### src/rtl/core/fri_pkg.sv
// Package for the FASTA record indexer: beat types, field widths and character codes.
// Used by fri_out_fifo, fasta_record_indexer and tb_top; depends on nothing else.
package fri_pkg;

    localparam int POS_FIELD_W    = 40;
    localparam int IDX_FIELD_W    = 32;
    localparam int DEF_POS_BITS   = 40;
    localparam int DEF_COUNT_BITS = 32;

    localparam logic [7:0] CH_GT = 8'h3E;
    localparam logic [7:0] CH_NL = 8'h0A;
    localparam logic [7:0] CH_SP = 8'h20;
    localparam logic [7:0] CH_HT = 8'h09;
    localparam logic [7:0] CH_CR = 8'h0D;

    typedef struct packed {
        logic [7:0] data_byte;
        logic       final_byte;
    } in_t;

    typedef struct packed {
        logic                   status;
        logic [IDX_FIELD_W-1:0] record_index;
        logic [POS_FIELD_W-1:0] header_offset;
        logic [POS_FIELD_W-1:0] name_length;
        logic [POS_FIELD_W-1:0] body_offset;
        logic [POS_FIELD_W-1:0] body_end;
        logic [POS_FIELD_W-1:0] residue_count;
        logic [POS_FIELD_W-1:0] error_position;
        logic                   last_of_run;
    } out_t;

    typedef struct packed {
        logic [1:0] cnt;
        out_t       first;
        out_t       second;
    } push_t;

    function automatic logic is_ws(input logic [7:0] c);
        return (c == CH_SP) || (c inside {[CH_HT:CH_CR]});
    endfunction

endpackage

### src/rtl/core/fri_out_fifo.sv
// Four-entry result queue that takes up to two result beats per cycle and gives one while out_ready is high.
// Depends on fri_pkg for the result and push types.
module fri_out_fifo
(
    input  logic           clk,
    input  logic           rst_n,
    input  fri_pkg::push_t push,
    output logic           room,
    output logic           out_valid,
    input  logic           out_ready,
    output fri_pkg::out_t  out_data
);

    localparam int DEPTH = 4;
    localparam int AW    = $clog2(DEPTH);

    fri_pkg::out_t  mem_reg [DEPTH];
    logic [AW-1:0]  wr_ptr_reg;
    logic [AW-1:0]  wr_ptr_next;
    logic [AW-1:0]  rd_ptr_reg;
    logic [AW-1:0]  rd_ptr_next;
    logic [AW:0]    count_reg;
    logic [AW:0]    count_next;
    logic           pop;

    assign out_valid = (count_reg != '0);
    assign out_data  = mem_reg[rd_ptr_reg];
    assign pop       = out_valid && out_ready;
    assign room      = (count_reg <= (AW+1)'(DEPTH - 2));

    always_comb
    begin
        wr_ptr_next = wr_ptr_reg + AW'(push.cnt);
        rd_ptr_next = rd_ptr_reg + AW'(pop);
        count_next  = count_reg + (AW+1)'(push.cnt) - (AW+1)'(pop);
    end

    always_ff @(posedge clk)
    begin
        if (push.cnt != 2'd0)
        begin
            mem_reg[wr_ptr_reg] <= push.first;
        end
        if (push.cnt == 2'd2)
        begin
            mem_reg[wr_ptr_reg + AW'(1)] <= push.second;
        end
    end

    always_ff @(posedge clk or negedge rst_n)
    begin
        if (!rst_n)
        begin
            wr_ptr_reg <= '0;
            rd_ptr_reg <= '0;
            count_reg  <= '0;
        end
        else
        begin
            wr_ptr_reg <= wr_ptr_next;
            rd_ptr_reg <= rd_ptr_next;
            count_reg  <= count_next;
        end
    end

endmodule

### src/rtl/core/fasta_record_indexer.sv
// Top level of the FASTA record indexer: per-byte parser state and result formation.
// Depends on fri_pkg and instantiates fri_out_fifo for the result beats.
//
//   channel | signals                       | beat
//   in      | in_valid, in_ready, in_data   | one text byte and its end-of-file flag
//   out     | out_valid, out_ready, out_data| one record or error result
//
// A byte is parsed in the cycle it is accepted, one byte per cycle sustained while the queue has room.
// Its zero, one or two results enter a four-entry queue that feeds the output.
// in_ready drops only while the queue lacks room for two results.
// Reset returns the parser to the start of a file and empties the queue.
module fasta_record_indexer
#(
    parameter int POS_BITS   = fri_pkg::DEF_POS_BITS,
    parameter int COUNT_BITS = fri_pkg::DEF_COUNT_BITS
)
(
    input  logic          clk,
    input  logic          rst_n,
    input  logic          in_valid,
    output logic          in_ready,
    input  fri_pkg::in_t  in_data,
    output logic          out_valid,
    input  logic          out_ready,
    output fri_pkg::out_t out_data
);

    localparam int PW = fri_pkg::POS_FIELD_W;
    localparam int IW = fri_pkg::IDX_FIELD_W;

    localparam logic [2:0] PH_SEEK = 3'd0;
    localparam logic [2:0] PH_NAME = 3'd1;
    localparam logic [2:0] PH_HDR  = 3'd2;
    localparam logic [2:0] PH_SEQ  = 3'd3;
    localparam logic [2:0] PH_ERR  = 3'd4;

    localparam logic [POS_BITS-1:0]   POS_MAX = '1;
    localparam logic [COUNT_BITS-1:0] CNT_MAX = '1;

    logic [2:0]            phase_reg;
    logic [2:0]            phase_next;
    logic [POS_BITS-1:0]   pos_reg;
    logic [POS_BITS-1:0]   pos_next;
    logic [POS_BITS-1:0]   hdr_reg;
    logic [POS_BITS-1:0]   hdr_next;
    logic [POS_BITS-1:0]   nlen_reg;
    logic [POS_BITS-1:0]   nlen_next;
    logic [POS_BITS-1:0]   doff_reg;
    logic [POS_BITS-1:0]   doff_next;
    logic [POS_BITS-1:0]   res_reg;
    logic [POS_BITS-1:0]   res_next;
    logic [COUNT_BITS-1:0] recs_reg;
    logic [COUNT_BITS-1:0] recs_next;

    logic                  accept;
    logic                  ws;
    logic [POS_BITS-1:0]   nxt;
    fri_pkg::push_t        push;
    logic                  room;

    function automatic fri_pkg::out_t make_rec(
        input logic [COUNT_BITS-1:0] idx,
        input logic [POS_BITS-1:0]   hdr,
        input logic [POS_BITS-1:0]   nlen,
        input logic [POS_BITS-1:0]   doff,
        input logic [POS_BITS-1:0]   dend,
        input logic [POS_BITS-1:0]   res
    );
        fri_pkg::out_t r;
        r                = '0;
        r.record_index   = IW'(idx);
        r.header_offset  = PW'(hdr);
        r.name_length    = PW'(nlen);
        r.body_offset    = PW'(doff);
        r.body_end       = PW'(dend);
        r.residue_count  = PW'(res);
        return r;
    endfunction

    function automatic logic [POS_BITS-1:0] pos_inc(input logic [POS_BITS-1:0] x);
        return (x == POS_MAX) ? x : x + POS_BITS'(1);
    endfunction

    function automatic logic [COUNT_BITS-1:0] cnt_inc(input logic [COUNT_BITS-1:0] x);
        return (x == CNT_MAX) ? x : x + COUNT_BITS'(1);
    endfunction

    assign in_ready = room;
    assign accept   = in_valid && in_ready;
    assign ws       = fri_pkg::is_ws(in_data.data_byte);
    assign nxt      = pos_inc(pos_reg);

    always_comb
    begin
        fri_pkg::out_t r0;
        fri_pkg::out_t r1;
        logic [1:0]    n;

        phase_next = phase_reg;
        hdr_next   = hdr_reg;
        nlen_next  = nlen_reg;
        doff_next  = doff_reg;
        res_next   = res_reg;
        recs_next  = recs_reg;
        r0         = '0;
        r1         = '0;
        n          = 2'd0;

        case (phase_reg)
            PH_SEEK:
            begin
                if (!ws)
                begin
                    if (in_data.data_byte == fri_pkg::CH_GT)
                    begin
                        hdr_next   = pos_reg;
                        nlen_next  = '0;
                        doff_next  = '0;
                        res_next   = '0;
                        phase_next = PH_NAME;
                    end
                    else
                    begin
                        r0.status         = 1'b1;
                        r0.error_position = PW'(pos_reg);
                        n                 = 2'd1;
                        phase_next        = PH_ERR;
                    end
                end
            end
            PH_NAME:
            begin
                if (!ws)
                begin
                    nlen_next = pos_inc(nlen_reg);
                end
                else if (in_data.data_byte == fri_pkg::CH_NL)
                begin
                    doff_next  = nxt;
                    res_next   = '0;
                    phase_next = PH_SEQ;
                end
                else
                begin
                    phase_next = PH_HDR;
                end
            end
            PH_HDR:
            begin
                if (in_data.data_byte == fri_pkg::CH_NL)
                begin
                    doff_next  = nxt;
                    res_next   = '0;
                    phase_next = PH_SEQ;
                end
            end
            PH_SEQ:
            begin
                if (in_data.data_byte == fri_pkg::CH_GT)
                begin
                    r0         = make_rec(recs_reg, hdr_reg, nlen_reg, doff_reg,
                                          pos_reg, res_reg);
                    n          = 2'd1;
                    recs_next  = cnt_inc(recs_reg);
                    hdr_next   = pos_reg;
                    nlen_next  = '0;
                    doff_next  = '0;
                    res_next   = '0;
                    phase_next = PH_NAME;
                end
                else if (!ws)
                begin
                    res_next = pos_inc(res_reg);
                end
            end
            default:
            begin
                phase_next = PH_ERR;
            end
        endcase

        pos_next = nxt;

        if (in_data.final_byte)
        begin
            if (phase_next == PH_NAME || phase_next == PH_HDR || phase_next == PH_SEQ)
            begin
                if (phase_next != PH_SEQ)
                begin
                    doff_next = nxt;
                    res_next  = '0;
                end
                if (n == 2'd0)
                begin
                    r0 = make_rec(recs_next, hdr_next, nlen_next, doff_next, nxt, res_next);
                end
                else
                begin
                    r1 = make_rec(recs_next, hdr_next, nlen_next, doff_next, nxt, res_next);
                end
                n = n + 2'd1;
            end
            phase_next = PH_SEEK;
            pos_next   = '0;
            hdr_next   = '0;
            nlen_next  = '0;
            doff_next  = '0;
            res_next   = '0;
            recs_next  = '0;
        end

        if (n == 2'd2)
        begin
            r1.last_of_run = 1'b1;
        end
        else
        begin
            r0.last_of_run = 1'b1;
        end

        push.cnt    = accept ? n : 2'd0;
        push.first  = r0;
        push.second = r1;
    end

    always_ff @(posedge clk or negedge rst_n)
    begin
        if (!rst_n)
        begin
            phase_reg <= PH_SEEK;
            pos_reg   <= '0;
            hdr_reg   <= '0;
            nlen_reg  <= '0;
            doff_reg  <= '0;
            res_reg   <= '0;
            recs_reg  <= '0;
        end
        else if (accept)
        begin
            phase_reg <= phase_next;
            pos_reg   <= pos_next;
            hdr_reg   <= hdr_next;
            nlen_reg  <= nlen_next;
            doff_reg  <= doff_next;
            res_reg   <= res_next;
            recs_reg  <= recs_next;
        end
    end

    fri_out_fifo u_out_fifo
    (
        .clk       (clk),
        .rst_n     (rst_n),
        .push      (push),
        .room      (room),
        .out_valid (out_valid),
        .out_ready (out_ready),
        .out_data  (out_data)
    );

endmodule

### config.mk
export PLATFORM = sky130hd
export DESIGN_NAME = fasta_record_indexer
export DESIGN_NICKNAME = d
export VERILOG_FILES = /design/src/rtl/core/fri_pkg.sv /design/src/rtl/core/fri_out_fifo.sv /design/src/rtl/core/fasta_record_indexer.sv
export SDC_FILE = /design/constraint.sdc
export NUM_CORES = 2
export LEC_CHECK = 0
export BUFFER_PORTS_ARGS = -buffer_cell sky130_fd_sc_hd__buf_2
export CAP_MARGIN = 20
export CORE_MARGIN = 2
export CORE_UTILIZATION = 45
export DETAILED_ROUTE_END_ITERATION = 10
export HOLD_SLACK_MARGIN = 0.02
export SYNTH_ARGS = -nofsm -noshare
export SYNTH_HDL_FRONTEND = slang
export SYNTH_SLANG_ARGS = --single-unit
### constraint.sdc
create_clock -name clk -period 19.5 [get_ports clk]
set_input_delay 1.95 -clock clk [delete_from_list [all_inputs] [get_ports clk]]
set_output_delay 1.95 -clock clk [all_outputs]
set_load 0.05 [all_outputs]
==> After elaboration in Yosys (flattened, before gate mapping) <==
Memory sizes are Yosys's and may differ from the RTL's.
Cells that the tools add are included.
{ "op_classes": {"n_addsub": 10, "mul": 0, "n_div": 0, "magnitude_cmp": 3, "eq_ne": 16, "shift": 0, "mux": 69, "n_bitwise": 0, "n_reduce_logical": 10} }
{ "ops": {"columns": ["cell", "count"], "rows": [
  ["$mux W273", 4],
  ["$mux W40", 27],
  ["$mux W274", 3],
  ["$pmux W40 S4", 2],
  ["$mux W232", 1],
  ["$pmux W40 S2", 2],
  ["$mux W32", 4],
  ["$add A40 B1 Y40 const B", 3],
  ["$eq A40 B40 Y1 const B", 3],
  ["$pmux W40 S3", 1],
  ["$add A32 B1 Y32 const B", 1],
  ["$eq A32 B32 Y1 const B", 1],
  ["$mux W3", 6],
  ["$eq A8 B6 Y1 const B", 2],
  ["$mux W1", 13],
  ["$eq A3 B2 Y1 const B", 4],
  ["$pmux W3 S4", 1],
  ["$eq A8 B4 Y1 const B", 1],
  ["$ge A8 B4 Y1 const B", 1],
  ["$le A8 B4 Y1 const B", 1],
  ["$eq A3 B1 Y1 const B", 2],
  ["$mux W2", 3],
  ["$add A2 B1 Y2 const B", 2],
  ["$eq A2 B2 Y1 const B", 2],
  ["13 further kinds", 18]
]} }
{ "totals": {"ff_bits": 242, "latch_bits": 0, "ram_bits": 1096, "rom_bits": 0, "mem_count": 1} }
{ "mem_list": {"columns": ["name", "words", "word_bits", "read_ports", "rd_clocked_by_memory_dff", "wr", "line", "rtl"], "rows": [
  ["u_out_fifo.mem_reg", 4, 274, 1, 0, 2, "fri_out_fifo.sv:17", "fri_pkg::out_t mem_reg [DEPTH];"]
]} }

==> Longest topological paths before layout <==
{ "logic_depth": {"ltp_word": 14, "ltp_mapped": 18, "mapped_depth_nobuf": 13} }

==> Cells and area by module <==
From an unflattened synthesis, not the netlist that was laid out.
{ "hier_totals": {"hier_cells": 5301, "hier_area_um2": 72110.4} }
{ "by_module_without_submodules": {"columns": ["mod", "instances", "cells_per_inst", "area_per_inst_um2"], "rows": [
  ["fri_out_fifo", 1, 2694, 53107.2],
  ["fasta_record_indexer", 1, 2607, 19003.2]
]} }

==> Worst setup path after synthesis <==
Ideal clock, no wire load.
{ "synth_path": {"path_kind": "input port to flip-flop", "startpoint": "input port in_data[5] in the netlist's numbering", "endpoint": "memory u_out_fifo.mem_reg[1][0] in the netlist's numbering, enable pin", "arrival_ns": 9.259, "required_time_ns": 17.692, "path_slack_ns": 8.432, "stages": 15, "path_cell_list": "or3_1 > nor4_1 > nor2_1 > clkbuf_1 > nand3_1 > nand2_1 > ha_1 > or3b_2 > clkbuf_1 > nand3_1 > nor2b_1 > o21ai_1 > clkbuf_1 > clkbuf_1 > nand2_1"} }
{ "synth_rtl": {"columns": ["item", "line", "rtl"], "rows": [
  ["start: declaration", "fasta_record_indexer.sv:22", "input fri_pkg::in_t in_data,"],
  ["end: declaration", "fri_out_fifo.sv:17", null]
]} }

==> run summary <==
Logic synthesis
- proportion of register bits with asynchronous set or reset after synthesis: 18.1%
- number of distinct standard cells referenced by the synthesized netlist: 87
- cell type with the largest total area after synthesis: edfxtp_1
- register bit count reported by yosys: 1338
- proportion of synthesized chip area in sequential cells: 56.4%
- fraction of post-synthesis cell area in the top cell type by area: 42.3%
- top cells by area in the synthesized netlist: edfxtp_1 (42%), mux4_2 (9.3%), dfrtp_1 (9.2%)
- Netlist Area Pre-Place: 0.0661 mm2
- net count after synthesis: 5916
- Cells after Synth: 5892
- Yosys warning count: 0
- most instantiated library cell after synthesis: edfxtp_1
- main flop type after synthesis: edfxtp_1
- Avg Synthesized Cell Area: 11.2 um2
- Commonest cells post-synth: edfxtp_1 (932), nor2_1 (620), o21ai_0 (514), nand2_1 (484), clkbuf_1 (475)
- count of flip-flops with a built-in enable after synthesis: 932

Floorplan
- Die H: 387 um
- starting density of the core: 45.4%
- Die Area: 0.150 mm2
- CORE AREA: 0.146 mm2
- horizontal die dimension: 387 um
- Top Ports: 289
- row count: 140

Critical path
- crit-path most repeated cell: buf_4
- Startpoint Class: input pin
- reg2reg setup slack: 13.07 ns
- critical path data arrival time: 8.30 ns
- Worst R2R Start: phase_reg[0]
- Slowest cell on crit path: buf_4
- CP max stage delay: 0.95 ns
- reg-to-reg endpoint: u_out_fifo.mem_reg[0][118]
- worst-path fanout max: 61
- Critical Path, Cell by Cell: buf_2 -> or4b_1 -> a211oi_1 -> nor2_1 -> nand3_1 -> nand2_1 -> ha_1 -> or3b_2 -> nand3_1 -> nor3_1 -> o21ai_4 -> nand2_4 -> buf_4 -> buf_4 -> buf_4
- Worst R2R Path Depth: 14
- worst endpoint required time: 19.91 ns
- type of the setup path with the least slack: input pin to flip-flop
- critical path endpoint category: flip-flop

Global routing
- wire length of the first global-routing pass: 331000 um
- global-route track usage on met2: 44.5%
- met1 capacity usage during global routing: 40.4%
- total grt overflow: 0
- vias in the first global route: 49700
- number of antenna violations at the first check in global routing: 11
- met3 Use GR: 6.91%
- global route hottest layer: met2
- pin count of the biggest net entering global routing: 190
- overall fraction of global-route tracks in use: 29.3%

Job
- max_cap viols: 0

Run status
- result of the run: finished clean

Placement
- final weighted congestion in routability-driven placement: 0.912
- placed cell area: 0.0689 mm2
- estimated wirelength of the detail-placed design: 133000 um
- quantity of I/O buffers inserted on ports: 288

CTS
- maximum root-to-sink buffer count: 3
- clock sink total: 1338
- post-CTS setup repair buffer count: 0
- post_cts resized: 0
- H-tree levels: 4
- number of buffers inserted during clock tree synthesis: 145
- clock latency of the later-clocked register in the worst-skew pair: 0.80 ns
- CTS tree: done
- cts hold-fix bufs: 0
- cell at the root of the clock tree: clkbuf_16
- clk slew on worst S/H paths: 0.06 ns

Drt
- total via count after detailed routing: 52200
- total detailed-routing wirelength: 225000 um
- violation count after the first detailed-route iteration: 6963
- detailed-route wire length per cell: 28.5 um
- Post-route DRC: 0
- Via density: 6.63
- number of antenna-violating nets in the routed design: 0
- Pre-antenna DRT Iters: 6

STA
- setup repair after global routing missed its margin: false
- Post-Route Hold Slack: 0.470 ns
- clock skew after layout: 0.0263 ns
- Pins Over Slew Limit: 0
- measured slew at the worst slew-check pin: 1.20 ns
- ratio of final minimum period to clock period: 40.5%
- highest clock rate: 0.127 GHz
- total negative slack: 0 ns
- shortest clock period the worst path allows after layout: 7.89 ns
- tightest slew margin relative to the limit: 20.3%
- count of endpoints failing hold in the final timing report: 0
- Setup-failing EPs final: 0

Min path
- hold crit path type: flip-flop to flip-flop
- start point of the worst min-delay path: u_out_fifo.mem_reg[1][273]
- endpoint with the worst hold slack: u_out_fifo.mem_reg[1][273]
- worst hold path depth: 2

Power
- leakage power of the design: 24.5 nW
- largest vdd supply drop: 0.172 mV
- power per unit of standard cell area: 129 mW/mm2
- overall power after layout: 0.00953 W

Cells and area
- Post-layout nets: 5864
- fill cell instance count of the final layout: 12700
- finished layout cell area: 0.0737 mm2
- Reg area: 0.0373 mm2
- growth of design area from synthesis to finish: 11.4%
- number of flip-flops under the largest register name: 1096
- area of the multi-input gates: 0.0266 mm2
- proportion of layout cells with a drive suffix above 1: 16.3%
- final design utilization: 50.5%

cells by family (layout without fill, tap and decap cells):
family                     Yosys count  count (layout)  share of synthesized area (%)
AOI/OAI and AO/OA                 1716            1716                           16.1
xor gates and xnor gates            39              39                          0.517
adders and majority gates           12              12                          0.235
buffers and inverters              640             709                           3.78
DFF                               1338            1338                           56.4
muxes                              346             346                           10.4
other                                0               6                              0
and+or+nand+nor                   1801            1801                           12.5
how the worst max path moves through the flow:
stage                from                          to  slack (ns)
3_3_place_gp   in_data[1]  u_out_fifo.mem_reg[0][121]       10.95
6_report       in_data[1]  u_out_fifo.mem_reg[0][118]       11.61
5_1_grt        in_data[1]  u_out_fifo.mem_reg[0][118]       11.32
4_1_cts        in_data[1]  u_out_fifo.mem_reg[0][154]       11.60
2_1_floorplan  in_data[5]    u_out_fifo.mem_reg[1][0]        8.43
3_5_place_dp   in_data[1]  u_out_fifo.mem_reg[0][156]       10.74
power by group:
group          switching (W)  internal [W]  total, W
Combinational        0.00242      0.000869   0.00329
Sequential          0.000181       0.00329   0.00347
Clock                0.00118       0.00159   0.00277
Total                0.00378       0.00575   0.00953
critical path: cells and delay by family:
family / cells / cell delay [ns]
and+or+nand+nor: 8 / 2.24
buffers and inverters: 4 / 2.62
AOI/OAI and AO/OA: 2 / 1.07
adders and majority gates: 1 / 0.31
cell type report:
| cell class | count | area share [%] |
|---|---|---|
| Sequential cell | 1338 | 50.7 |
| Clock buffer | 201 | 5.54 |
| Antenna cell | 6 | 0.0204 |
| Clock inverter | 67 | 0.888 |
| Multi-Input combinational cell | 3914 | 36.1 |
| Inverter | 33 | 0.168 |
| Timing Repair Buffer | 408 | 3.35 |
| Tap cell | 1917 | 3.26 |
cells in the final DEF, fill, tap and decap left out, types with 42 or more instances in the layout:
cell type	count
mux2i_1	70
nor2_1	615
nand3_1	213
clkbuf_16	149
and3_1	42
nand4_1	68
dfxtp_1	164
a22oi_1	53
edfxtp_1	932
mux4_2	274
a22o_1	122
o22ai_1	445
dfrtp_1	240
o31ai_1	75
buf_2	287
nor3_1	124
nor4_1	63
nand2_1	472
a31oi_1	70
a21oi_1	243
buf_4	108
o21ai_0	513
routing by layer:
metal | up-vias | wire (um) | part of all wire (%)
li1 | 22600 | - | -
met1 | 26100 | 90200 | 40
met2 | 2964 | 101000 | 45
met3 | 494 | 24300 | 11
met4 | 10 | 9390 | 4.2
met5 | - | 69 | 0.031
through the flow:
stage	setup WS, ns	instances
detailed placement	10.74	7606
floorplan	8.43	5892
global placement	10.95	7604
finish	11.61	7884
global route	11.32	7878
CTS	11.60	7874
Note: power is estimated with default switching activity, not from simulation.
